[src/rtl/core/assert_macros.svh]
// assertion macros shared by the pooling window rtl
`ifndef ASSERT_MACROS_SVH
`define ASSERT_MACROS_SVH
`ifndef NO_ASSERTIONS
`define PWIN_ASSERT(lbl, clk, rst, prop) \
  lbl: assert property (@(posedge clk) disable iff (rst) prop) else $error("pwin check failed");
`define PWIN_NEVER(lbl, clk, rst, prop) \
  lbl: assert property (@(posedge clk) disable iff (rst) !(prop)) else $error("pwin check failed");
`else
`define PWIN_ASSERT(lbl, clk, rst, prop)
`define PWIN_NEVER(lbl, clk, rst, prop)
`endif
`endif

[src/rtl/core/pwin_pkg.sv]
// shared types and constants of the 2x2 pooling window unit
`timescale 1ns / 1ps
package pwin_pkg;

  localparam int MAX_ROW_PIXELS = 1024;
  localparam int LANES          = 4;
  localparam int LANE_W         = 8;
  localparam int PIX_W          = LANE_W * LANES;
  localparam int COL_W          = $clog2(MAX_ROW_PIXELS);

  localparam int PW_W  = 11;
  localparam int OW_W  = 11;
  localparam int OH_W  = 13;
  localparam int ROW_W = 13;

  // widths for effective row width and output column and row compares
  localparam int EW_W  = (COL_W + 1 > PW_W) ? COL_W + 1 : PW_W;
  localparam int CMP_W = ((COL_W > OW_W) ? COL_W : OW_W) + 1;
  localparam int OHC_W = ((ROW_W > OH_W) ? ROW_W : OH_W) + 1;

  localparam int Q_DEPTH = 2;
  localparam int QP_W    = (Q_DEPTH > 1) ? $clog2(Q_DEPTH) : 1;
  localparam int QC_W    = $clog2(Q_DEPTH + 1);

  localparam logic [LANE_W-1:0] PAD_MAX = 8'h80;
  localparam logic [LANE_W-1:0] PAD_AVG = 8'h00;

  localparam int NUM_REGS  = 5;
  localparam int ADDR_W    = $clog2(NUM_REGS * 4);
  localparam int REG_IDX_W = ADDR_W - 2;
  localparam int DATA_W    = 32;

  typedef enum logic [REG_IDX_W-1:0] {
    REG_POOL_MODE    = 0,
    REG_STRIDE_TWO   = 1,
    REG_PADDED_WIDTH = 2,
    REG_OUT_WIDTH    = 3,
    REG_OUT_HEIGHT   = 4
  } reg_idx_t;

  typedef struct packed {
    logic            pool_mode;
    logic            stride_two;
    logic [PW_W-1:0] padded_width;
    logic [OW_W-1:0] out_width;
    logic [OH_W-1:0] out_height;
  } cfg_t;

  typedef struct packed {
    logic [PIX_W-1:0] upper_left;
    logic [PIX_W-1:0] upper;
    logic [PIX_W-1:0] left;
    logic [PIX_W-1:0] cur;
    logic             last;
  } win_t;

endpackage

[src/rtl/core/pwin_cfg.sv]
// apb configuration registers of the pooling window unit
`timescale 1ns / 1ps
module pwin_cfg (
  input  logic                         clk,
  input  logic                         rst,
  input  logic                         psel,
  input  logic                         penable,
  input  logic                         pwrite,
  input  logic [pwin_pkg::ADDR_W-1:0]  paddr,
  input  logic [pwin_pkg::DATA_W-1:0]  pwdata,
  output logic [pwin_pkg::DATA_W-1:0]  prdata,
  output logic                         pready,
  output pwin_pkg::cfg_t               cfg
);

  pwin_pkg::reg_idx_t idx;
  logic               wr_en;

  assign pready = 1'b1;
  assign idx    = pwin_pkg::reg_idx_t'(paddr[pwin_pkg::ADDR_W-1:2]);
  assign wr_en  = psel && penable && pwrite && pready;

  always_ff @(posedge clk) begin
    if (rst) begin
      cfg.pool_mode    <= 1'b0;
      cfg.stride_two   <= 1'b0;
      cfg.padded_width <= pwin_pkg::PW_W'(2);
      cfg.out_width    <= pwin_pkg::OW_W'(1);
      cfg.out_height   <= pwin_pkg::OH_W'(1);
    end else if (wr_en) begin
      case (idx)
        pwin_pkg::REG_POOL_MODE:    cfg.pool_mode    <= pwdata[0];
        pwin_pkg::REG_STRIDE_TWO:   cfg.stride_two   <= pwdata[0];
        pwin_pkg::REG_PADDED_WIDTH: cfg.padded_width <= pwdata[pwin_pkg::PW_W-1:0];
        pwin_pkg::REG_OUT_WIDTH:    cfg.out_width    <= pwdata[pwin_pkg::OW_W-1:0];
        pwin_pkg::REG_OUT_HEIGHT:   cfg.out_height   <= pwdata[pwin_pkg::OH_W-1:0];
        default: ;
      endcase
    end
  end

  always_comb begin
    case (idx)
      pwin_pkg::REG_POOL_MODE:    prdata = pwin_pkg::DATA_W'(cfg.pool_mode);
      pwin_pkg::REG_STRIDE_TWO:   prdata = pwin_pkg::DATA_W'(cfg.stride_two);
      pwin_pkg::REG_PADDED_WIDTH: prdata = pwin_pkg::DATA_W'(cfg.padded_width);
      pwin_pkg::REG_OUT_WIDTH:    prdata = pwin_pkg::DATA_W'(cfg.out_width);
      pwin_pkg::REG_OUT_HEIGHT:   prdata = pwin_pkg::DATA_W'(cfg.out_height);
      default:                    prdata = '0;
    endcase
  end

endmodule

[config.mk]
export PLATFORM = sky130hd
export DESIGN_NAME = pwin_cfg
export DESIGN_NICKNAME = d
export VERILOG_FILES = /design/src/rtl/core/assert_macros.svh /design/src/rtl/core/pwin_pkg.sv /design/src/rtl/core/pwin_cfg.sv
export SDC_FILE = /design/constraint.sdc
export NUM_CORES = 1
export LEC_CHECK = 0
export ABC_AREA = 1
export BUFFER_PORTS_ARGS = -buffer_cell sky130_fd_sc_hd__buf_2
export CORE_MARGIN = 2
export CORE_UTILIZATION = 44
export CTS_CLUSTER_SIZE = 16
export DETAILED_ROUTE_END_ITERATION = 16
export HOLD_SLACK_MARGIN = 0.02
export PLACE_DENSITY = 0.89
export SLEW_MARGIN = 15
export SYNTH_ARGS = -nofsm -noshare
export SYNTH_HDL_FRONTEND = slang
export SYNTH_SLANG_ARGS = --single-unit
export TNS_END_PERCENT = 10
[constraint.sdc]
create_clock -name clk -period 1.1 [get_ports clk]
set_input_delay 0.22 -clock clk [delete_from_list [all_inputs] [get_ports clk]]
set_output_delay 0.22 -clock clk [all_outputs]
set_load 0.005 [all_outputs]
==> impl_metrics.toml <==
[floorplan]
die_h_um = 71.0
io_pins = 112
rows = 24
die-area_um2 = 5050
core_region_area_um2 = 4350
start_util = 0.454
die_w_um = 71.0

[logic_synthesis]
syn_inst = 304
synth_compound_area_frac = 0.0127
synth_top_area_share = 0.375
synth-adder-area-share = 0
synth_warnings = 0
muxShareOfSynthArea = 0
synth_seq_cells = 37
yosysSeqAreaShare = 0.375
syn_area_um2 = 1980
synth_area_leader_cell = "dfxtp_1"
avgSynthCellArea_um2 = 6.50
yosysUniqueCellTypes = 21
yosys.area_share.simple = 0.447
netlist_top_cells_area = "dfxtp_1 (37%), nand2_1 (16%), nor2_1 (13%)"
synth_top_family_by_area = "simple AND/OR/NAND/NOR gates"
synth_xor_area_frac = 0

[finish]
diodes = 0
fillers = 378
regMostFlops = "cfg"
area_delta_synth_final_pct = 44.3
final-seq-area_um2 = 748
largest_register_ffs = 37
drive_above_1_share = 0.413
reg_top3 = "cfg: 37 flops"
nets = 446
multiInputGateArea_um2 = 1120

[power_and_ir_drop]
power_frac_seq = 0.501
power_w = 0.00274
pwr-share-comb = 0.153
p_int_w = 0.00204
peakVddDrop_mv = 0.656
power_density_nw_per_um2 = 959
p_sw_w = 0.000697
swShare = 0.255
p_clk_frac = 0.346
cellLeakagePower_nw = 1.55

[sta]
rsz0062_at_grt = "true"
hold_violations = 0
final-setup-viol-count = 11
max_clock_freq_mhz = 804
clock-skew-final_ns = 0
setup_tns_ns = -1.17
whs_ns = 0.187
finalCritPeriodShare = 1.13
slew_viol_final = 0
layout_setup_ws_ns = -0.143
min_period_ns = 1.24

[run_status]
status = "finished, violations left"
violations = "negative setup slack"

[clocking]
ctsHoldBuffers = 0
clk_latency_ns = 0.27
cts_tree = "built"
cts-root-buf = "clkbuf_8"
cts_sinks = 37
cts_buffer_depth = 2
clk_pin_slew_worst_paths_ns = 0.07
cts_made_buffers = 5
cts_max_level = 2

[setup_path]
cp.required_ns = 0.88
critPathKind = "reg2out"
worstPathArrival_ns = 1.02
crit_fanout = 2
cp-end-kind = "primary output"
start_kind = "register"

[placed_design]
dpl_worst_slack_ns = -0.167
hpwl_um = 3780
portBuffers = 70
gp_congestion = 0.802

[detailed_routing]
first_pass_iters = 4
viasPerCell = 4.82
detail_route.wl_per_cell_um = 12.8
totalWireLength_um = 5840
ant_nets = 0
vias = 2198
dr.first_iter.drc_count = 126
drcViolationCount = 0

[global_route]
overflow = 0
grt_usage = 0.242
antenna_found_initial = 0
grt_pass1_wl_um = 9800
grt_max_degree = 38
grt_pass1_vias = 2206

[hold_path]
hold_path.class = "in2reg"

[flow_run]
cap_violations = 0
[power by group through the flow]
| stage | Clock (W) | Sequential [W] | Combinational, W |
|---|---|---|---|
| global route | 0.00102 | 0.00137 | 0.000462 |
| finish | 0.000947 | 0.00137 | 0.000418 |
| CTS | 0.000964 | 0.00137 | 0.000397 |
| global placement | 0 | 0.00140 | 0.000336 |
| detailed placement | 0 | 0.00140 | 0.000343 |
| floorplan | 0 | 0.00140 | 0.000228 |
[synth_stat cells]
master and count:
nand4_1 2, buf_4 22, buf_1 2, o21ai_0 3
nand3_2 1, inv_2 4, nand3_1 40, clkinv_1 1
a21oi_1 2, nor2_2 3, nand3_4 1, nand2_1 83
buf_2 4, conb_1 2, nor2_4 3, buf_6 4
nand2_2 2, clkbuf_1 1, nor2_1 71, dfxtp_1 37
inv_1 16
[logic make-up after synthesis]
logic type	count (synthesis)
flops	37
other cells	2
compound gates	5
buf+inv	54
simple gates	206
[worst max-delay path, stage by stage (launching register included)]
cell	delay (ns)
dfxtp_2	0.33
nand4_1	0.07
nand2_1	0.07
nor2_1	0.10
nand2_1	0.06
buf_2	0.12
[metrics by stage]
step                       util  std cells  cell area, um^2
after floorplan               -        322             2040
after global placement    0.569        439             2480
after detailed placement  0.569        439             2480
after CTS                 0.641        456             2790
after global routing      0.655        456             2850
final                     0.655        456             2850
[final timing paths]
check	slack (ns)	endpoint	cells after the start	start
max	-0.14	prdata[0]	5	cfg[13]
min	0.19	cfg[25]	3	pwdata[1]
max reg2reg	0.35	cfg[13]	3	cfg[13]
min reg2reg	0.50	cfg[5]	2	cfg[5]
[repair_timing]
item,in CTS,in global routing
setup buffers,8,0
setup endpoints to repair,12,17
hold endpoints to repair,0,0
pin swaps,17,6
resized for setup,49,19
gates cloned,2,0
[placed cells by master (no fill, tap or decap), drive strengths merged]
cell / n
buf: 107
nand2: 85
nor2: 77
nand3: 42
dfxtp: 37
conb: 20
inv: 20
clkbuf: 8
o21ai: 3
nand4: 2
a21oi: 2
clkinv: 1
[area by class of cell]
type / count / share of cell area
inverters: 21 / 0.0329
repair buffers: 108 / 0.260
multi-input cells: 231 / 0.392
clock buffers: 7 / 0.0303
well taps: 52 / 0.0228
flip-flops and latches: 37 / 0.262
[per-layer routing]
| layer | share of wire | track usage | wire [um] | up-vias |
|---|---|---|---|---|
| li1 | - | - | - | 1091 |
| met1 | 0.41 | 0.272 | 2380 | 1007 |
| met2 | 0.52 | 0.445 | 3050 | 84 |
| met3 | 0.045 | 0.0427 | 261 | 16 |
| met4 | 0.025 | 0.105 | 146 | 0 |
| met5 | 0 | 0 | 0 | - |
Note: power is estimated with default switching activity, not from simulation.
