==> src/rtl/core/assert_macros.svh <==
// assertion macros shared by the pooling window rtl
`ifndef ASSERT_MACROS_SVH
`define ASSERT_MACROS_SVH
`ifndef NO_ASSERTIONS
`define PWIN_ASSERT(lbl, clk, rst, prop) \
  lbl: assert property (@(posedge clk) disable iff (rst) prop) else $error("pwin check failed");
`define PWIN_NEVER(lbl, clk, rst, prop) \
  lbl: assert property (@(posedge clk) disable iff (rst) !(prop)) else $error("pwin check failed");
`else
`define PWIN_ASSERT(lbl, clk, rst, prop)
`define PWIN_NEVER(lbl, clk, rst, prop)
`endif
`endif

==> src/rtl/core/pwin_pkg.sv <==
// shared types and constants of the 2x2 pooling window unit
`timescale 1ns / 1ps
package pwin_pkg;

  localparam int MAX_ROW_PIXELS = 1024;
  localparam int LANES          = 4;
  localparam int LANE_W         = 8;
  localparam int PIX_W          = LANE_W * LANES;
  localparam int COL_W          = $clog2(MAX_ROW_PIXELS);

  localparam int PW_W  = 11;
  localparam int OW_W  = 11;
  localparam int OH_W  = 13;
  localparam int ROW_W = 13;

  // widths for effective row width and output column and row compares
  localparam int EW_W  = (COL_W + 1 > PW_W) ? COL_W + 1 : PW_W;
  localparam int CMP_W = ((COL_W > OW_W) ? COL_W : OW_W) + 1;
  localparam int OHC_W = ((ROW_W > OH_W) ? ROW_W : OH_W) + 1;

  localparam int Q_DEPTH = 2;
  localparam int QP_W    = (Q_DEPTH > 1) ? $clog2(Q_DEPTH) : 1;
  localparam int QC_W    = $clog2(Q_DEPTH + 1);

  localparam logic [LANE_W-1:0] PAD_MAX = 8'h80;
  localparam logic [LANE_W-1:0] PAD_AVG = 8'h00;

  localparam int NUM_REGS  = 5;
  localparam int ADDR_W    = $clog2(NUM_REGS * 4);
  localparam int REG_IDX_W = ADDR_W - 2;
  localparam int DATA_W    = 32;

  typedef enum logic [REG_IDX_W-1:0] {
    REG_POOL_MODE    = 0,
    REG_STRIDE_TWO   = 1,
    REG_PADDED_WIDTH = 2,
    REG_OUT_WIDTH    = 3,
    REG_OUT_HEIGHT   = 4
  } reg_idx_t;

  typedef struct packed {
    logic            pool_mode;
    logic            stride_two;
    logic [PW_W-1:0] padded_width;
    logic [OW_W-1:0] out_width;
    logic [OH_W-1:0] out_height;
  } cfg_t;

  typedef struct packed {
    logic [PIX_W-1:0] upper_left;
    logic [PIX_W-1:0] upper;
    logic [PIX_W-1:0] left;
    logic [PIX_W-1:0] cur;
    logic             last;
  } win_t;

endpackage

==> src/rtl/core/pwin_ifs.sv <==


interface pwin_res_if;
  logic              valid;
  logic              ready;
  logic signed [7:0] res_a;
  logic signed [7:0] res_b;
  logic signed [7:0] res_c;
  logic signed [7:0] res_d;
  logic              last_of_image;

  modport source (output valid, res_a, res_b, res_c, res_d, last_of_image, input ready);
  modport sink   (input valid, res_a, res_b, res_c, res_d, last_of_image, output ready);
endinterface

==> src/rtl/core/pwin_back.sv <==
// back end: per-lane max or rounded average and the result register
`timescale 1ns / 1ps
`include "assert_macros.svh"
module pwin_back (
  input  logic           clk,
  input  logic           rst,
  input  logic           pool_mode,
  input  pwin_pkg::win_t q_data,
  input  logic           q_valid,
  output logic           q_ready,
  pwin_res_if.source     res
);

  function automatic logic [7:0] pool_lane(input logic mode, input logic signed [7:0] p0,
                                           input logic signed [7:0] p1,
                                           input logic signed [7:0] p2,
                                           input logic signed [7:0] p3);
    logic signed [9:0]  s;
    logic [10:0]        t;
    logic [10:0]        mag;
    logic signed [7:0]  m;
    logic [7:0]         r;
    s   = {{2{p0[7]}}, p0} + {{2{p1[7]}}, p1} + {{2{p2[7]}}, p2} + {{2{p3[7]}}, p3};
    t   = {s[9], s} + 11'd2;
    mag = 11'd2 - {s[9], s};
    m   = p0;
    if (p1 > m) m = p1;
    if (p2 > m) m = p2;
    if (p3 > m) m = p3;
    if (!mode) begin
      r = m;
    end else if (s > 10'sd0) begin
      r = t[9:2];
    end else begin
      // round half away from zero on the magnitude, then negate
      r = 8'(~mag[10:2] + 9'd1);
    end
    return r;
  endfunction

  logic [7:0] lane_res [pwin_pkg::LANES];
  logic       res_valid;
  logic       take;

  assign q_ready   = !res_valid || res.ready;
  assign take      = q_valid && q_ready;
  assign res.valid = res_valid;

  always_comb begin
    for (int i = 0; i < pwin_pkg::LANES; i++) begin
      lane_res[i] = pool_lane(pool_mode, q_data.upper_left[8*i +: 8], q_data.upper[8*i +: 8],
                              q_data.left[8*i +: 8], q_data.cur[8*i +: 8]);
    end
  end

  always_ff @(posedge clk) begin
    if (rst) begin
      res_valid <= 1'b0;
    end else if (q_ready) begin
      res_valid <= q_valid;
    end
  end

  always_ff @(posedge clk) begin
    if (take) begin
      res.res_a         <= lane_res[0];
      res.res_b         <= lane_res[1];
      res.res_c         <= lane_res[2];
      res.res_d         <= lane_res[3];
      res.last_of_image <= q_data.last;
    end
  end

  `PWIN_ASSERT(take_loads_out, clk, rst, take |=> res_valid)

endmodule

==> src/flat_wrapper.sv <==
// flat-port wrapper written by rule: the top's interface ports become plain ports
module pwin_back_flat 
  (clk, rst, pool_mode, q_data, q_valid, q_ready, res_valid, res_res_a, res_res_b, res_res_c, res_res_d, res_last_of_image, res_ready);
  pwin_res_if res_i ();
  input  logic clk;
  input  logic rst;
  input  logic pool_mode;
  input  pwin_pkg::win_t q_data;
  input  logic q_valid;
  output logic q_ready;
  output wire logic [$bits(res_i.valid)-1:0] res_valid;
  output wire logic [$bits(res_i.res_a)-1:0] res_res_a;
  output wire logic [$bits(res_i.res_b)-1:0] res_res_b;
  output wire logic [$bits(res_i.res_c)-1:0] res_res_c;
  output wire logic [$bits(res_i.res_d)-1:0] res_res_d;
  output wire logic [$bits(res_i.last_of_image)-1:0] res_last_of_image;
  input wire logic [$bits(res_i.ready)-1:0] res_ready;
  assign res_valid = res_i.valid;
  assign res_res_a = res_i.res_a;
  assign res_res_b = res_i.res_b;
  assign res_res_c = res_i.res_c;
  assign res_res_d = res_i.res_d;
  assign res_last_of_image = res_i.last_of_image;
  assign res_i.ready = res_ready;
  pwin_back u_core (.clk(clk), .rst(rst), .pool_mode(pool_mode), .q_data(q_data), .q_valid(q_valid), .q_ready(q_ready), .res(res_i));
endmodule
==> config.mk <==
export PLATFORM = sky130hd
export DESIGN_NAME = pwin_back_flat
export DESIGN_NICKNAME = d
export VERILOG_FILES = /design/src/rtl/core/pwin_pkg.sv /design/src/rtl/core/pwin_ifs.sv /design/src/rtl/core/pwin_back.sv /design/src/flat_wrapper.sv
export VERILOG_INCLUDE_DIRS = /design/src /design/src/rtl/core
export SDC_FILE = /design/constraint.sdc
export NUM_CORES = 1
export LEC_CHECK = 0
export ABC_AREA = 1
export BUFFER_PORTS_ARGS = -buffer_cell sky130_fd_sc_hd__buf_2
export CAP_MARGIN = 20
export CORE_MARGIN = 2
export CORE_UTILIZATION = 35
export CTS_BUF_LIST = sky130_fd_sc_hd__clkbuf_4 sky130_fd_sc_hd__clkbuf_8
export DETAILED_ROUTE_END_ITERATION = 8
export GPL_ROUTABILITY_DRIVEN = 0
export PLACE_DENSITY = 0.53
export SLEW_MARGIN = 20
export SYNTH_ARGS = -nofsm -noshare
export SYNTH_HDL_FRONTEND = slang
export SYNTH_SLANG_ARGS = --single-unit
==> constraint.sdc <==
create_clock -name clk -period 7 [get_ports clk]
set_input_delay 0.7 -clock clk [delete_from_list [all_inputs] [get_ports clk]]
set_output_delay 0.7 -clock clk [all_outputs]
set_load 0.01 [all_outputs]
==> results of run 1 <==
[path summary, 6_finish.rpt]
check | end | cells after the start
hold reg to reg | u_core.res.valid | 2
setup / recovery | u_core.res.res_c[7] | 28
setup reg to reg | u_core.res.res_c[6] | 2
hold / removal | u_core.res.valid | 2
[power breakdown]
group	leakage [uW]	internal (uW)	switching (uW)
sequential	0.000330	346	25.5
combinational	0.00657	1180	2010
clock	0.0000579	105	78.5
[layout make-up]
type / count / share of cell area (%)
Tap cell: 396 / 4.00
Clock inverter: 3 / 0.324
Sequential cell: 34 / 8.17
Inverter: 375 / 11.4
Timing Repair Buffer: 171 / 7.04
Clock buffer: 5 / 0.556
Multi-Input combinational cell: 1232 / 68.5
[through the flow]
| stage | instances | instance area, um2 |
|---|---|---|
| finish | 2216 | 12400 |
| detailed placement | 2208 | 12300 |
| CTS | 2216 | 12400 |
| global route | 2216 | 12400 |
| global placement | 2207 | 12300 |
| floorplan | 1662 | 11000 |
[critical path: stages]
cell      delay [ns]
buf_2           0.10
inv_1           0.04
ha_1            0.34
inv_1           0.08
nor3_2          0.20
nand2_1         0.09
nand3_1         0.18
nand3_2         0.31
o21ai_0         0.49
inv_1           0.09
ha_1            0.31
nand2_1         0.05
nor2_1          0.15
nand4_1         0.10
or2_0           0.38
nand3_4         0.21
nand2_1         0.09
and2_1          0.16
ha_1            0.29
nand2_1         0.06
inv_1           0.05
a221oi_1        0.28
o21ai_0         0.13
a211oi_1        0.21
o22a_1          0.45
nand3_1         0.14
nand2_1         0.11
nand2_1         0.07
[routing by layer]
metal,track usage (%),vias to the layer above,part of all wire [%]
li1,-,5652,-
met1,25.4,4808,50
met2,32.4,140,47
met3,1.29,12,2.4
met4,1.53,0,0.39
met5,0,-,0
[cells by family after synthesis]
family | Yosys count | share of synthesized area [%]
AND/OR/NAND/NOR | 675 | 28.2
buffers and inverters | 396 | 13.8
AO/OA/AOI/OAI | 239 | 12.9
adder cells (fa/ha/maj) | 212 | 27.1
XOR/XNOR | 106 | 8.79
flip-flops | 34 | 9.20
[state kept, by name (all words and copies together) (netlist names)]
name / flops
u_core.res.res_c: 8
u_core.res.res_d: 8
u_core.res.res_a: 8
u_core.res.res_b: 8
u_core.res.last_of_image: 1
u_core.res.valid: 1
[cells in the mapped netlist, types with 28 or more instances]
cell type  instances  area (um2)
fa_1              44         881
nor2_1            97         364
nand2_1          341        1280
o21ai_0           85         425
nand4_1           66         413
edfxtp_1          33         991
nand3_1           93         465
inv_1            373        1400
xnor2_1           37         324
a21oi_1           70         350
ha_1             168        2100
and2_1            28         175
xor2_1            64         561
==> metrics.md, run 1 <==
| Metric | Value |
|---|---|
| # clock sinks | 34 |
| First-pass GRT wire length | around 50000 um |
| Drt wl/cell | 13.6 um |
| I/O pins | 169 |
| Postcts setup bufs | 0 |
| #FFs+latches synth | 34 |
| Most common cell after layout, fill and taps aside | inv_1 |
| Relative slew slack | between 30% and 40% |
| Gate Count Post-Synth | 1662 |
| Type of the worst setup path | in2reg |
| Slew @ Worst Pin | a little over 0.9 ns |
| Minimum clock period | 5.83 ns |
| Vias in the first global route | just over 10000 |
| Antenna Nets Post-Route | 0 |
| Core footprint | between 30000 and 40000 um2 |
| R2R setup slack | 5.68 ns |
| Die area | 32800 um2 |
| Commonest cells after routing, fill and taps aside | 373 x inv_1, 341 x nand2_1, 168 x ha_1, 168 x buf_2, 97 x nor2_1 |
| Total power | around 3700 uW |
| Area growth syn-to-layout | 12.6% |
| Share of layout cells above drive strength 1 | between 10% and 20% |
| Yosys Warn Count | 0 |
| Post_cts resized | 0 |
| CTS tree | built |
| Clock root buffer | clkbuf_8 |
| Synthesized area per cell | roughly 6.6 um2 |
| CP Capture Type | flop |
| DR iter-0 viols | 461 |
| CP Launch Point | q_data[118] |
| Initial antenna violation count | 0 |
| Critical Path AT | around 5.9 ns |
| Critical Path RT | 7.05 ns |
| Antenna cell count | 0 |
| Hold Startpoint | u_core.res.valid |
| Top_reg_cell synth | edfxtp_1 |
| Syn Nets | between 2000 and 2500 |
| Maximum vdd drop | approximately 0.095 mV |
| Worst skew pair latency | 0.29 ns |
| H-tree depth | 2 |
| Power Density | 303 nW/um2 |
| Worst-path fanout max | 16 |
| Hold-fix buffers, CTS | 0 |
| Gr usage total | ~18% |
| GRT Residual Overflow | 0 |
| Vias post-DR | approximately 11000 |
| Maxcap violations | 0 |
| Synth Cell Area | between 10000 and 15000 um2 |
| Worst Skew | 0.00580 ns |
| Pre-CTS setup slack | 0.828 ns |
| DR DRC count | 0 |
| DRT Pass-1 Iters | 5 |
| Nets | 2165 |
| Storage cell area | just over 1000 um2 |
| Fillers | about 3400 |
| Distinct cells, synth | 47 |
| Period utilization | 83.2% |
| EDFF count, synth | 33 |
| HPWL after DPL | 26400 um |
| Total CTS buffers | 5 |
| Final core utilization | approximately 40% |
| RSZ-0062 raised after global routing | no |
| CTS clk-pin slew, worst paths | 0.08 ns |
| Hold Vio Cnt, Final | 0 |
| CP Launch Type | input pin |
| Die H | 181 um |
| Pleak | 0.00696 uW |
| Area of the multi-input gates | 8480 um2 |
| Final setup violation count | 0 |
| Largest net degree at the start of global routing | 34 |
| Via density | 4.79 |
| Hold_ws | ~0.55 ns |
| FFs w/ async S/R, synth | 0% |
| Max frequency | 0.172 GHz |
| Seq/Total Area, Yosys | 9.20% |
| Setup ws final | 1.17 ns |
| Status | completed |
| Initial Util | 35.8% |
| DRT Wirelength | 30100 um |
| CTS max path bufs | 2 |
| Rows | 64 |
| Worst flop-to-flop path startpoint | u_core.res.valid |
| Fin Setup TNS | 0 ns |
| Die width | 181 um |
| Final Max Tran Viols | 0 |
| Worst Hold Class | reg2reg |
| I/O Buffers | 168 |
No activity file was read; power rests on OpenSTA's default activity.
==> run 2, diff against run 1 <==
==> constraint.sdc (replaced) <==
create_clock -name clk -period 5.93 [get_ports clk]
set_input_delay 0.593 -clock clk [delete_from_list [all_inputs] [get_ports clk]]
set_output_delay 0.593 -clock clk [all_outputs]
set_load 0.01 [all_outputs]
==> run 2 against run 1 <==
  * Clock-buffer cell count is 2 higher
  * Setup slack got worse by 0.72 ns
  * Global-route usage up 0.22 points
  * Critical path type unchanged
  * Largest power group unchanged
  * Flip-flop and latch count unchanged
  * Clock power is 32% higher
==> metrics.md, run 2 (synthesis results as in run 1) <==
| Metric | Value |
|---|---|
| Initial antenna violation count | 1 (was 0) |
| CP Capture Type | flop (unchanged) |
| Pleak | 0.00703 uW (was 0.00696 uW) |
| Area growth syn-to-layout | 13.8% (was 12.6%) |
| Most common cell after layout, fill and taps aside | inv_1 (unchanged) |
| Most numerous cell on the critical path | nand2_1 (unchanged) |
| Slowest cell on the critical path | o21ai_1 (was o21ai_0) |
| Fin area | 12500 um2 (was 12400 um2) |
| Gr usage total | 18.6% (was 18.3%) |
| Worst Hold Class | in2reg (was reg2reg) |
| Endpoint, Worst Hold | u_core.res.valid (unchanged) |
| Area post-placement | 12400 um2 (was 12300 um2) |
| # clock sinks | 34 (unchanged) |
| R2R setup slack | 4.65 ns (was 5.68 ns) |
| Maximum vdd drop | 0.143 mV (was 0.0948 mV) |
| Worst Skew | 0.0101 ns (was 0.00580 ns) |
| Hold Vio Cnt, Final | 0 (unchanged) |
| Drt wl/cell | 13.5 um (was 13.6 um) |
| Worst flop-to-flop path startpoint | u_core.res.valid (unchanged) |
| CTS clk-pin slew, worst paths | 0.08 ns (about the same) |
| CP peak stage delay | 0.39 ns (was 0.49 ns) |
| Maxcap violations | 0 (unchanged) |
| Pre-CTS setup slack | -0.0843 ns (was 0.828 ns) |
| Clock root buffer | clkbuf_8 (unchanged) |
| CTS max path bufs | 2 (unchanged) |
| Vias post-DR | 10720 (was 10612) |
| CP Launch Type | input pin (unchanged) |
| HPWL after DPL | 26400 um (about the same) |
| DRT Wirelength | 30200 um (was 30100 um) |
| Die H | 181 um (unchanged) |
| Status | completed (unchanged) |
| Worst hold stages | 2 (unchanged) |
| Setup ws final | 0.455 ns (was 1.17 ns) |
| Nets | 2180 (was 2165) |
| Slew @ Worst Pin | 0.680 ns (was 0.918 ns) |
| Commonest cells after routing, fill and taps aside | 373 x inv_1, 341 x nand2_1, 168 x ha_1, 168 x buf_2, 97 x nor2_1 (unchanged) |
| Fillers | 3415 (was 3362) |
| I/O Buffers | 168 (unchanged) |
| Final setup violation count | 0 (unchanged) |
| Initial Util | 35.8% (unchanged) |
| Hold_ws | 0.429 ns (was 0.547 ns) |
| First-pass GRT wire length | 50700 um (was 50100 um) |
| DR iter-0 viols | 437 (was 461) |
| Period utilization | 92.3% |
| Relative slew slack | 54.5% (was 38.4%) |
| Largest net degree at the start of global routing | 34 (unchanged) |
| FF-to-FF path depth | 2 (unchanged) |
| Minimum clock period | between 5 and 6 ns |
| FF-to-FF End | u_core.res.res_d[3] (was u_core.res.res_c[6]) |
| Fin Setup TNS | 0 ns (unchanged) |
| Type of the worst setup path | in2reg (unchanged) |
| Rows | 64 (unchanged) |
| Vias in the first global route | 10491 (was 10357) |
| GRT Residual Overflow | 0 (unchanged) |
| Placed insts | 2223 (was 2208) |
| Die area | 32800 um2 (unchanged) |
| H-tree depth | 2 (unchanged) |
| Critical Path RT | 5.98 ns (was 7.05 ns) |
| Hold Startpoint | rst (was u_core.res.valid) |
| Power Density | 362 nW/um2 (was 303 nW/um2) |
| Via density | 4.80 (was 4.79) |
| Storage cell area | 1010 um2 (unchanged) |
| CTS tree | built (unchanged) |
| Critical Path AT | 5.53 ns (was 5.87 ns) |
| Final Max Tran Viols | 0 (unchanged) |
| Die width | 181 um (unchanged) |
| Area of the multi-input gates | 8490 um2 (was 8480 um2) |
| RSZ-0062 raised after global routing | no (unchanged) |
| Core footprint | 30700 um2 (unchanged) |
| I/O pins | 169 (unchanged) |
| Postcts setup bufs | 0 (unchanged) |
| Total CTS buffers | 5 (unchanged) |
| Share of layout cells above drive strength 1 | 12.9% (was 12.1%) |
| Worst skew pair latency | 0.31 ns (was 0.29 ns) |
| Max frequency | 0.183 GHz |
| Antenna Nets Post-Route | 0 (unchanged) |
| DR DRC count | 0 (unchanged) |
| Non-Filler Instances | 2232 (was 2216) |
| Worst-path fanout max | 16 (unchanged) |
| DRT Pass-1 Iters | 5 (unchanged) |
run 2: cell count changes in the layout (fill, tap and decap cells not counted), sizes merged:
cell	before	now
buf	171	186
clkinv	2	0
clkbuf	5	7
diode	0	1
run 2: report_power, final:
part | total [uW] | leakage, uW | internal (uW) | switching [uW]
Combinational | 3850 | 0.00664 | 1460 | 2380
Clock | 242 | 0.0000619 | 142 | 100
Sequential | 447 | 0.000330 | 409 | 37.2
Total | 4530 | 0.00703 | 2010 | 2520
run 2: per-layer routing:
metal	wire length, um	part of all wire, %	global-route usage [%]
met2	14000	46	32.2
met5	0	0	0
met4	343	1.1	2.76
met1	15100	50	25.7
met3	791	2.6	1.35
run 2: worst max-delay path by stage:
stage | start | to | slack [ns] | depth (start not counted)
after global routing | q_data[112] | u_core.res.res_b[2] | 0.02 | 32
after CTS | q_data[120] | u_core.res.res_c[5] | 0.24 | 28
final | q_data[118] | u_core.res.res_c[5] | 0.45 | 28
after global placement | q_data[120] | u_core.res.res_c[2] | -0.07 | 28
after detailed placement | q_data[120] | u_core.res.res_c[5] | -0.08 | 28
after floorplan | q_data[112] | u_core.res.res_b[2] | 0.72 | 32
run 2: stage by stage:
step | power [uW] | utilization, %
finish | 4530 | 40.7
global route | 5120 | 40.7
CTS | 4550 | 40.7
detailed placement | 4290 | 40.3
global placement | 4270 | 40.3
floorplan | 3350 | -
run 2: layout make-up:
| cell class | instances | area share, % |
|---|---|---|
| tap | 396 | 3.96 |
| timing repair buffer | 186 | 7.90 |
| antenna | 1 | 0.0200 |
| sequential | 34 | 8.08 |
| multi-input combinational | 1232 | 67.8 |
| clock inverter | 1 | 0.240 |
| inverter | 375 | 11.2 |
| clock buffer | 7 | 0.720 |
run 2: what timing repair did:
item                       4_1_cts  5_1_grt
setup endpoints to repair        0       21
hold buffers                     0        0
gates resized for setup          0        6
run 2: worst max-delay path: cells and delay by family:
family,cells,cell delay (ns)
simple gates,15,2.31
compound gates,5,1.31
fa+ha+maj,3,0.91
buf+inv,5,0.35
