--- config.mk ---
export PLATFORM = sky130hd
export DESIGN_NAME = pwin_queue
export DESIGN_NICKNAME = d
export VERILOG_FILES = /design/src/rtl/core/pwin_pkg.sv /design/src/rtl/core/pwin_queue.sv
export VERILOG_INCLUDE_DIRS = /design/src /design/src/rtl/core
export SDC_FILE = /design/constraint.sdc
export NUM_CORES = 1
export LEC_CHECK = 0
export ABC_CLOCK_PERIOD_IN_PS = 7300
export BUFFER_PORTS_ARGS = -buffer_cell sky130_fd_sc_hd__buf_2
export CAP_MARGIN = 40
export CELL_PAD_IN_SITES_DETAIL_PLACEMENT = 0
export CELL_PAD_IN_SITES_GLOBAL_PLACEMENT = 2
export CORE_UTILIZATION = 41
export DETAILED_ROUTE_END_ITERATION = 10
export PLACE_DENSITY = 0.9
export SLEW_MARGIN = 10
export SYNTH_ARGS = -nofsm -noshare
export SYNTH_HDL_FRONTEND = slang
export SYNTH_SLANG_ARGS = --single-unit
--- constraint.sdc ---
create_clock -name clk -period 7.3 [get_ports clk]
set_input_delay 1.095 -clock clk [delete_from_list [all_inputs] [get_ports clk]]
set_output_delay 1.095 -clock clk [all_outputs]
set_load 0.1 [all_outputs]
--- src/rtl/core/assert_macros.svh ---
// assertion macros shared by the pooling window rtl
`ifndef ASSERT_MACROS_SVH
`define ASSERT_MACROS_SVH
`ifndef NO_ASSERTIONS
`define PWIN_ASSERT(lbl, clk, rst, prop) \
  lbl: assert property (@(posedge clk) disable iff (rst) prop) else $error("pwin check failed");
`define PWIN_NEVER(lbl, clk, rst, prop) \
  lbl: assert property (@(posedge clk) disable iff (rst) !(prop)) else $error("pwin check failed");
`else
`define PWIN_ASSERT(lbl, clk, rst, prop)
`define PWIN_NEVER(lbl, clk, rst, prop)
`endif
`endif

--- src/rtl/core/pwin_pkg.sv ---
// shared types and constants of the 2x2 pooling window unit
`timescale 1ns / 1ps
package pwin_pkg;

  localparam int MAX_ROW_PIXELS = 1024;
  localparam int LANES          = 4;
  localparam int LANE_W         = 8;
  localparam int PIX_W          = LANE_W * LANES;
  localparam int COL_W          = $clog2(MAX_ROW_PIXELS);

  localparam int PW_W  = 11;
  localparam int OW_W  = 11;
  localparam int OH_W  = 13;
  localparam int ROW_W = 13;

  // widths for effective row width and output column and row compares
  localparam int EW_W  = (COL_W + 1 > PW_W) ? COL_W + 1 : PW_W;
  localparam int CMP_W = ((COL_W > OW_W) ? COL_W : OW_W) + 1;
  localparam int OHC_W = ((ROW_W > OH_W) ? ROW_W : OH_W) + 1;

  localparam int Q_DEPTH = 2;
  localparam int QP_W    = (Q_DEPTH > 1) ? $clog2(Q_DEPTH) : 1;
  localparam int QC_W    = $clog2(Q_DEPTH + 1);

  localparam logic [LANE_W-1:0] PAD_MAX = 8'h80;
  localparam logic [LANE_W-1:0] PAD_AVG = 8'h00;

  localparam int NUM_REGS  = 5;
  localparam int ADDR_W    = $clog2(NUM_REGS * 4);
  localparam int REG_IDX_W = ADDR_W - 2;
  localparam int DATA_W    = 32;

  typedef enum logic [REG_IDX_W-1:0] {
    REG_POOL_MODE    = 0,
    REG_STRIDE_TWO   = 1,
    REG_PADDED_WIDTH = 2,
    REG_OUT_WIDTH    = 3,
    REG_OUT_HEIGHT   = 4
  } reg_idx_t;

  typedef struct packed {
    logic            pool_mode;
    logic            stride_two;
    logic [PW_W-1:0] padded_width;
    logic [OW_W-1:0] out_width;
    logic [OH_W-1:0] out_height;
  } cfg_t;

  typedef struct packed {
    logic [PIX_W-1:0] upper_left;
    logic [PIX_W-1:0] upper;
    logic [PIX_W-1:0] left;
    logic [PIX_W-1:0] cur;
    logic             last;
  } win_t;

endpackage

--- src/rtl/core/pwin_queue.sv ---
// short queue of complete windows between front and back
`timescale 1ns / 1ps
`include "assert_macros.svh"
module pwin_queue (
  input  logic           clk,
  input  logic           rst,
  input  pwin_pkg::win_t push_data,
  input  logic           push_valid,
  output logic           push_ready,
  output pwin_pkg::win_t pop_data,
  output logic           pop_valid,
  input  logic           pop_ready
);

  localparam int QP_W = pwin_pkg::QP_W;
  localparam int QC_W = pwin_pkg::QC_W;

  pwin_pkg::win_t  slots [pwin_pkg::Q_DEPTH];
  logic [QP_W-1:0] wr_ptr;
  logic [QP_W-1:0] rd_ptr;
  logic [QC_W-1:0] count;
  logic            push;
  logic            pop;

  assign push_ready = count != QC_W'(pwin_pkg::Q_DEPTH);
  assign pop_valid  = count != '0;
  assign push       = push_valid && push_ready;
  assign pop        = pop_valid && pop_ready;
  assign pop_data   = slots[rd_ptr];

  always_ff @(posedge clk) begin
    if (rst) begin
      wr_ptr <= '0;
      rd_ptr <= '0;
      count  <= '0;
    end else begin
      if (push) begin
        wr_ptr <= (wr_ptr == QP_W'(pwin_pkg::Q_DEPTH - 1)) ? '0 : wr_ptr + QP_W'(1);
      end
      if (pop) begin
        rd_ptr <= (rd_ptr == QP_W'(pwin_pkg::Q_DEPTH - 1)) ? '0 : rd_ptr + QP_W'(1);
      end
      if (push && !pop) begin
        count <= count + QC_W'(1);
      end else if (pop && !push) begin
        count <= count - QC_W'(1);
      end
    end
  end

  always_ff @(posedge clk) begin
    if (push) begin
      slots[wr_ptr] <= push_data;
    end
  end

  `PWIN_NEVER(q_overflow, clk, rst, count > QC_W'(pwin_pkg::Q_DEPTH))
  `PWIN_ASSERT(q_fill_step, clk, rst, push && !pop |=> count == $past(count) + 1)

endmodule

==> results.py, run 1 <==
metrics = {
    "synthesis": {
        "ys_seq_elements": 263,
        "yosysTopAreaCell": "edfxtp_1",
        "yosysMostFrequentCell": "edfxtp_1",
        "synth-edff-count": 258,
        "netlist_area_um2": 9567,
        "yosys-top-cells-count": "258 x edfxtp_1, 129 x mux2_2, 11 x buf_6",
        "yosysTopAreaCellShare": 0.8098,
        "synth_cell_types": 19,
        "synth_area_per_cell_um2": 22.51,
        "ys.flop_type": "edfxtp_1",
        "synth_nets": 559,
        "yosys_warnings": 0,
        "synthArstFlopShare": 0,
        "ys_seq_area_frac": 0.8203,
        "synth_area_leaders": "edfxtp_1 81%, mux2_2 15%, buf_6 1.3%, dfxtp_1 1.0%, xor2_1 0.27%",
        "syn_inst": 425,
    },
    "drt": {
        "via_per_inst": 4.698,
        "vias": 4867,
        "antenna_left": 0,
        "wl_per_cell_um": 17.42,
        "dr.pass1.iters": 4,
        "drt_iter0_drc": 146,
        "drt_wl_total_mm": 18.05,
        "drt_drc_violations_left": 0,
    },
    "die": {
        "rows": 55,
        "start_util": 0.4200,
        "die-area_um2": 23950,
        "die_x_um": 154.8,
        "die_height_um": 154.8,
        "ios": 264,
        "coreArea_um2": 22780,
    },
    "critical_path": {
        "required_ns": 6.20,
        "crit_fanout": 66,
        "r2r_cells": 4,
        "critical_path_class": "reg -> out",
        "reg2reg_from": "count[0]",
        "reg2reg_to": "slots[1][124]",
        "r2r_slack_ns": 4.80,
        "slowest_stage": "dfxtp_4",
        "start_kind": "flop",
        "cp_data_arrival_time_ns": 2.76,
        "cp-endpoint": "pop_data[0]",
        "crit_path_end_kind": "output pin",
        "path_cells": "buf_4 -> buf_16 -> mux2_2 -> buf_2",
        "crit_path_max_incr_delay_ns": 0.85,
    },
    "timing": {
        "finalCriticalPeriod_ns": 3.852,
        "report.final.slew_viol_count": 0,
        "finalSetupTns_ns": 0,
        "fmax_mhz": 259.6,
        "period_share": 0.5276,
        "worstMarginPinSlew_ns": 0.8097,
        "hold_violations": 0,
        "rsz0062_at_grt": "false",
        "setup_violations": 0,
        "setup_ws_ns": 3.448,
        "skew_ns": 0.006144,
        "max-slew-margin-rel": 0.4602,
    },
    "layout": {
        "final_net_count": 843,
        "fillers": 1887,
        "drive_gt1_frac": 0.6011,
        "final_area_um2": 12010,
        "areaGrowthSynthToFinish_pct": 25.56,
    },
    "clock_network": {
        "clockBufferDepth": 3,
        "postCtsSetupBuffers": 0,
        "cts_buffers": 27,
        "root_buffer": "clkbuf_16",
        "clkSinkCount": 263,
        "tritoncts": "built",
        "clk_latency_ns": 0.51,
        "h-tree-depth": 1,
        "cts_resized": 0,
        "cts.reportedPaths.clkPinSlew_ns": 0.05,
        "hold_buffers": 0,
    },
    "placed_design": {
        "placed_area_um2": 11250,
        "io_buffer_count": 263,
        "dp_slack_ns": 3.932,
        "gp_congestion": 0.7406,
        "hpwl_mm": 12.29,
    },
    "global_routing": {
        "grt_pass1_vias": 5317,
        "grt_pass1_wl_mm": 27.46,
        "antenna_found_initial": 1,
        "grt_use_total": 0.1474,
        "grt_start_max_net_pins": 67,
        "grt_overflow": 0,
    },
    "flow_run": {
        "maxCapViolCount": 0,
    },
    "status": {
        "outcome": "complete, no violations",
    },
    "min_path": {
        "hp-class": "reg -> reg",
    },
}
## how the worst min path moves through the flow
stage	from	endpoint	slack [ns]	cells after the start
2_1_floorplan	count[1]	count[1]	0.47	2
3_3_place_gp	count[1]	count[1]	0.49	2
3_5_place_dp	rd_ptr	rd_ptr	0.50	2
4_1_cts	rd_ptr	flop	0.52	2
5_1_grt	rd_ptr	rd_ptr	0.54	2
6_report	rd_ptr	rd_ptr	0.52	2
## kinds of logic (layout without fill, tap and decap cells)
logic type | count (synthesis) | in the layout | share of synthesized area
DFF | 263 | 263 | 0.8203
muxes | 129 | 129 | 0.1518
buffers and inverters | 15 | 312 | 0.01543
and+or+nand+nor | 9 | 9 | 0.005234
AOI/OAI and AO/OA | 5 | 5 | 0.003139
xor gates and xnor gates | 3 | 3 | 0.002747
adders and majority gates | 1 | 1 | 0.001308
other | 0 | 1 | 0
## flip-flops by register name (all words and copies together), names as in the netlist, named ones only
| name | flops |
|---|---|
| slots | 258 |
| wr_ptr | 1 |
| count | 2 |
| rd_ptr | 1 |
## final cells by class
cell class,count,area [um^2],area share
Sequential cell,263,7851,0.6536
Multi-Input combinational cell,147,1577,0.1313
Timing Repair Buffer,269,1421,0.1183
Clock buffer,37,713.2,0.05938
Tap cell,313,391.6,0.03260
Clock inverter,5,48.80,0.004063
Inverter,1,6.256,0.0005208
Antenna cell,1,2.502,0.0002083
## per-stage QoR
stage          instances    util  hold slack (ns)
4_1_cts             1035  0.5272           0.5187
3_3_place_gp         990  0.4901           0.4893
5_1_grt             1036  0.5273           0.5442
3_5_place_dp         993  0.4938           0.5035
2_1_floorplan        425       -           0.4705
6_report            1036  0.5273           0.5158
## cells in the final DEF (no fill, tap or decap), drive strengths merged
master | synthesis | layout
xor2 | 3 | 3
ha | 1 | 1
nand2b | 1 | 1
mux2 | 129 | 129
dfxtp | 5 | 5
diode | 0 | 1
inv | 1 | 1
nor2 | 3 | 3
o21ai | 2 | 2
buf | 14 | 269
clkinv | 0 | 4
a21oi | 2 | 2
a21bo | 1 | 1
or3 | 1 | 1
nand3b | 1 | 1
and3 | 1 | 1
edfxtp | 258 | 258
bufinv | 0 | 1
clkbuf | 0 | 37
or2 | 1 | 1
and2 | 1 | 1
## critical path, delay by kind of cell (launching register included)
family / cells / cell delay [ns]
mux: 1 / 0.40
buf+inv: 3 / 0.92
flops: 1 / 0.85
## routing by layer
layer | track usage | up-vias | share of wire
met5 | 0 | - | 0
met4 | 0.05233 | 0 | 0.026
met3 | 0.05156 | 37 | 0.084
met2 | 0.2644 | 198 | 0.50
met1 | 0.1609 | 2375 | 0.39
li1 | - | 2257 | -
Power of run 1 is not shown: default switching activity piles up to over one toggle a cycle in this logic, so the estimate is an artifact.
==> run 2: changes to the inputs <==
Settings changed: ABC_CLOCK_PERIOD_IN_PS 7300 to 3400, CORE_UTILIZATION 41 to 34, PLACE_DENSITY 0.9 to 0.81.
Clock period 7.3 ns to 3.4 ns, I/O delays scaled along.
==> results.py, run 2 (synthesis results as in run 1) <==
metrics = {
    "status": {
        "outcome": "complete, no violations",
    },
    "clock_network": {
        "clk_latency_ns": 0.53,
        "hold_buffers": 0,
        "tritoncts": "built",
        "root_buffer": "clkbuf_16",
        "cts_resized": 0,
        "cts.reportedPaths.clkPinSlew_ns": 0.06,
        "h-tree-depth": 1,
        "cts_buffers": 28,
        "postCtsSetupBuffers": 0,
        "clkSinkCount": 263,
        "clockBufferDepth": 3,
    },
    "critical_path": {
        "cp_data_arrival_time_ns": 2.25,
        "crit_path_end_kind": "output pin",
        "slowest_stage": "dfxtp_4",
        "path_cells": "buf_12 -> mux2_2 -> buf_2",
        "required_ns": 2.89,
        "critical_path_class": "reg -> out",
        "crit_fanout": 62,
        "crit_path_max_incr_delay_ns": 0.59,
        "r2r_slack_ns": 1.45,
        "start_kind": "flop",
    },
    "global_routing": {
        "grt_overflow": 0,
        "grt_pass1_wl_mm": 27.21,
        "antenna_found_initial": 1,
        "grt_start_max_net_pins": 79,
        "grt_pass1_vias": 5015,
        "grt_use_total": 0.1225,
    },
    "die": {
        "die_height_um": 169.7,
        "die-area_um2": 28810,
        "rows": 61,
        "start_util": 0.3453,
        "coreArea_um2": 27710,
        "die_x_um": 169.7,
        "ios": 264,
    },
    "drt": {
        "drt_wl_total_mm": 18.40,
        "dr.pass1.iters": 4,
        "antenna_left": 0,
        "drt_drc_violations_left": 0,
        "wl_per_cell_um": 16.56,
        "via_per_inst": 4.359,
        "drt_iter0_drc": 213,
        "vias": 4843,
    },
    "timing": {
        "rsz0062_at_grt": "false",
        "finalSetupTns_ns": 0,
        "fmax_mhz": 362.5,
        "hold_violations": 0,
        "skew_ns": 0.01049,
        "setup_violations": 0,
        "worstMarginPinSlew_ns": 0.5312,
        "report.final.slew_viol_count": 0,
        "max-slew-margin-rel": 0.6483,
        "finalCriticalPeriod_ns": 2.758,
        "period_share": 0.8113,
    },
    "placed_design": {
        "gp_congestion": 0.6917,
        "hpwl_mm": 12.11,
        "io_buffer_count": 263,
    },
    "min_path": {
        "hp-class": "in -> reg",
    },
    "layout": {
        "areaGrowthSynthToFinish_pct": 28.01,
        "final_net_count": 848,
        "largest_register_ffs": 258,
        "final_cell_mix": "263 x buf_2, 258 x edfxtp_1, 129 x mux2_2, 29 x clkbuf_16, 8 x clkbuf_1",
        "final_common_cell": "buf_2",
        "largest-register": "slots",
        "reg.largest.list": "slots x258, count x2",
        "drive_gt1_frac": 0.6025,
    },
    "flow_run": {
        "maxCapViolCount": 0,
    },
}
==> run 2: cell types whose count changed in the layout (fill, tap and decap cells not counted), sizes merged <==
cell      previous run  this run
buf                269       273
inv                  1         0
clkinv               4         9
clkinvlp             0         2
==> run 2: layout make-up <==
type / instances / area (um^2)
Inverter: 1 / 7.507
Clock inverter: 11 / 73.82
Antenna cell: 1 / 2.502
Timing Repair Buffer: 273 / 1499
Multi-Input combinational cell: 147 / 1584
Sequential cell: 263 / 7851
Fill cell: 2465 / 15460
Clock buffer: 37 / 755.7
Tap cell: 378 / 473.0
==> run 2: worst paths after layout <==
check / startpoint / end / depth (start not counted)
max: flop / pop_data[3] / 3
min: push_data[3] / slots[0][3] / 1
max reg2reg: count[0] / slots[0][39] / 5
min reg2reg: rd_ptr / flop / 2
==> run 2: critical path, delay by kind of cell (launching register included) <==
| kind | cells | cell delay (ns) |
|---|---|---|
| flip-flops | 1 | 0.59 |
| buffers and inverters | 2 | 0.62 |
| multiplexers | 1 | 0.40 |
==> run 2: layer usage <==
metal / up-vias / routed length, um / global-route usage
li1: 2265 / - / -
met1: 2367 / 7146 / 0.1406
met2: 184 / 9134 / 0.2119
met3: 27 / 1620 / 0.04454
met4: 0 / 497 / 0.03878
met5: - / 0 / 0
==> run 2: stage by stage <==
step | area [um^2] | setup slack (ns) | std cells | hold slack, ns | utilization
3_5_place_dp | 11410 | 1.179 | 1062 | 0.5015 | 0.4120
2_1_floorplan | 9579 | 0.2267 | 425 | 0.4725 | -
4_1_cts | 12240 | 0.6058 | 1110 | 0.1371 | 0.4419
5_1_grt | 12240 | 0.5185 | 1110 | 0.1409 | 0.4419
3_3_place_gp | 11390 | 1.021 | 1061 | 0.4870 | 0.4110
6_report | 12250 | 0.6416 | 1111 | 0.1684 | 0.4420
Power of run 2 is left out for the same reason.
==> run 3: changes to the inputs <==
Settings changed: ABC_CLOCK_PERIOD_IN_PS 3400 to 2200.
Clock period 3.4 ns to 2.2 ns, I/O delays scaled along.
==> results.py, run 3 (synthesis results as in run 1) <==
metrics = {
    "status": {
        "outcome": "complete, no violations",
    },
    "layout": {
        "largest-register": "slots",
        "final_net_count": 986,
        "diodes": 0,
        "final_common_cell": "edfxtp_1",
        "fillers": 2103,
        "reg.largest.list": "slots x258, count x2",
        "areaGrowthSynthToFinish_pct": 57.99,
        "multiInputGateArea_um2": 1595,
        "final_cell_mix": "258 x edfxtp_1, 136 x buf_2, 130 x dlygate4sd3_1, 126 x mux2_2, 78 x buf_12",
        "utilization": 0.5455,
        "seqCellArea_um2": 7853,
        "drive_gt1_frac": 0.5197,
        "largest_register_ffs": 258,
        "stdcell_count": 1242,
    },
    "critical_path": {
        "slowest_stage": "dfxtp_4",
        "cp.depth": 4,
        "critical_path_class": "reg -> out",
        "path_cells": "buf_12 -> buf_16 -> mux2_2 -> buf_12",
        "r2r_slack_ns": 0.54,
        "crit_path_max_incr_delay_ns": 0.39,
        "r2r_cells": 3,
        "critical_path.top_delay_family": "buffers and inverters",
        "reg2reg_from": "count[0]",
        "start_kind": "flop",
        "path_buf_inv": 3,
        "cp_data_arrival_time_ns": 1.81,
        "path_common_cell": "buf_12",
        "crit_fanout": 19,
        "required_ns": 1.87,
        "reg2reg_to": "slots[1][25]",
        "crit_path_end_kind": "output pin",
    },
    "clock_network": {
        "cts.reportedPaths.clkPinSlew_ns": 0.06,
        "tritoncts": "built",
        "cts_buffers": 29,
        "h-tree-depth": 1,
        "clockBufferDepth": 3,
        "root_buffer": "clkbuf_16",
        "clkSinkCount": 263,
        "clk_latency_ns": 0.53,
    },
    "die": {
        "die_height_um": 169.7,
        "die_x_um": 169.7,
        "rows": 61,
        "die-area_um2": 28810,
        "ios": 264,
        "coreArea_um2": 27710,
        "start_util": 0.3453,
    },
    "timing": {
        "worstMarginPinSlew_ns": 0.5545,
        "period_share": 0.9728,
        "hold_violations": 0,
        "max-slew-margin-rel": 0.6329,
        "skew_ns": 0.01258,
        "setup_violations": 0,
        "rsz0062_at_grt": "true",
        "report.final.slew_viol_count": 0,
        "finalSetupTns_ns": 0,
        "fmax_mhz": 467.3,
        "finalCriticalPeriod_ns": 2.140,
    },
    "placed_design": {
        "io_buffer_count": 263,
        "dp.cells": 1060,
        "hpwl_mm": 12.24,
        "gp_congestion": 0.6931,
    },
    "drt": {
        "antenna_left": 0,
        "drt_drc_violations_left": 0,
        "wl_per_cell_um": 17.05,
        "vias": 5453,
        "drt_iter0_drc": 200,
        "dr.pass1.iters": 6,
        "via_per_inst": 4.390,
        "drt_wl_total_mm": 21.17,
    },
    "pwr": {
        "p_per_area_nw_per_um2": 1447,
        "p_switching_w": 0.009311,
        "power_frac_comb": 0.502,
        "clkPwrFrac": 0.204,
        "seqPwrFrac": 0.294,
        "p_total_w": 0.02187,
        "peakVddDrop_mv": 0.9798,
        "intPower_w": 0.01256,
        "p_leak_nw": 5.621,
        "swShare": 0.4258,
    },
    "global_routing": {
        "antenna_found_initial": 0,
        "grt_use_total": 0.1402,
        "grt_pass1_wl_mm": 31.15,
        "grt_pass1_vias": 5931,
        "grt_overflow": 0,
        "grt_start_max_net_pins": 83,
    },
    "min_path": {
        "hold_depth": 3,
        "whs_endpoint": "wr_ptr",
        "hp-class": "in -> reg",
        "worstHoldStart": "push_valid",
    },
    "flow_run": {
        "maxCapViolCount": 0,
    },
}
## run 3: changes by cell type in the layout (fill, tap and decap cells not counted), moves of 2 or more
| cell | change |
|---|---|
| dlygate4sd3_1 | +130 |
| mux2_2 | -3 |
| buf_2 | -127 |
| buf_4 | +5 |
| buf_12 | +71 |
| clkinv_1 | -6 |
| clkinv_2 | -2 |
| bufinv_16 | +2 |
| buf_6 | +54 |
| mux2_4 | +3 |
| clkbuf_16 | +2 |
## run 3: through the flow
step / area [um^2] / hold slack (ns) / worst slack [ns]
detailed placement: 12380 / 0.4966 / 0.4600
global route: 15110 / 0.1184 / -0.006906
finish: 15110 / 0.1292 / 0.05995
floorplan: 9580 / 0.3950 / -0.9632
CTS: 15050 / 0.1044 / -0.04442
global placement: 12380 / 0.4883 / 0.4655
## run 3: power by group through the flow
stage | clock network (W) | registers (W) | logic (W)
detailed placement | 0 | 0.00655 | 0.00999
floorplan | 0 | 0.00651 | 0.00736
finish | 0.00446 | 0.00643 | 0.0110
global placement | 0 | 0.00651 | 0.00997
global route | 0.00476 | 0.00648 | 0.0113
CTS | 0.00457 | 0.00642 | 0.0110
## run 3: tightest hold or removal path, delay by kind of cell
kind,cells,cell delay (ns)
buffers and inverters,1,0.11
AOI/OAI and AO/OA,2,0.17
## run 3: how the worst max path moves through the flow
stage	startpoint	slack, ns	to
after floorplan	count[0]	-0.96	slots[0][0]
after global placement	flop	0.47	pop_data[28]
after detailed placement	flop	0.46	pop_data[28]
after CTS	flop	-0.04	pop_data[80]
after global routing	flop	-0.007	pop_data[10]
final	flop	0.06	pop_data[57]
## run 3: layer usage
metal / up-vias / wire [um] / track usage
li1: 2547 / - / -
met1: 2685 / 8301 / 0.1662
met2: 186 / 10970 / 0.2486
met3: 35 / 1431 / 0.03825
met4: 0 / 469 / 0.03839
met5: - / 0 / 0
## run 3: area by class of cell
| cell class | instances | area share |
|---|---|---|
| Timing Repair Buffer | 410 | 0.2861 |
| Clock inverter | 5 | 0.006788 |
| Tap cell | 378 | 0.03129 |
| Inverter | 1 | 0.0004967 |
| Sequential cell | 263 | 0.5195 |
| Multi-Input combinational cell | 147 | 0.1055 |
| Clock buffer | 38 | 0.05025 |
## run 3: what timing repair did
action / in CTS / in global routing
hold buffers: 130 / 0
buffers inserted: 6 / 0
endpoints found under the hold margin: 261 / 0
endpoints found under the setup margin: 93 / 40
gates resized for setup: 119 / 12
cloned: 2 / 2
(Power assumes the default switching activity.)
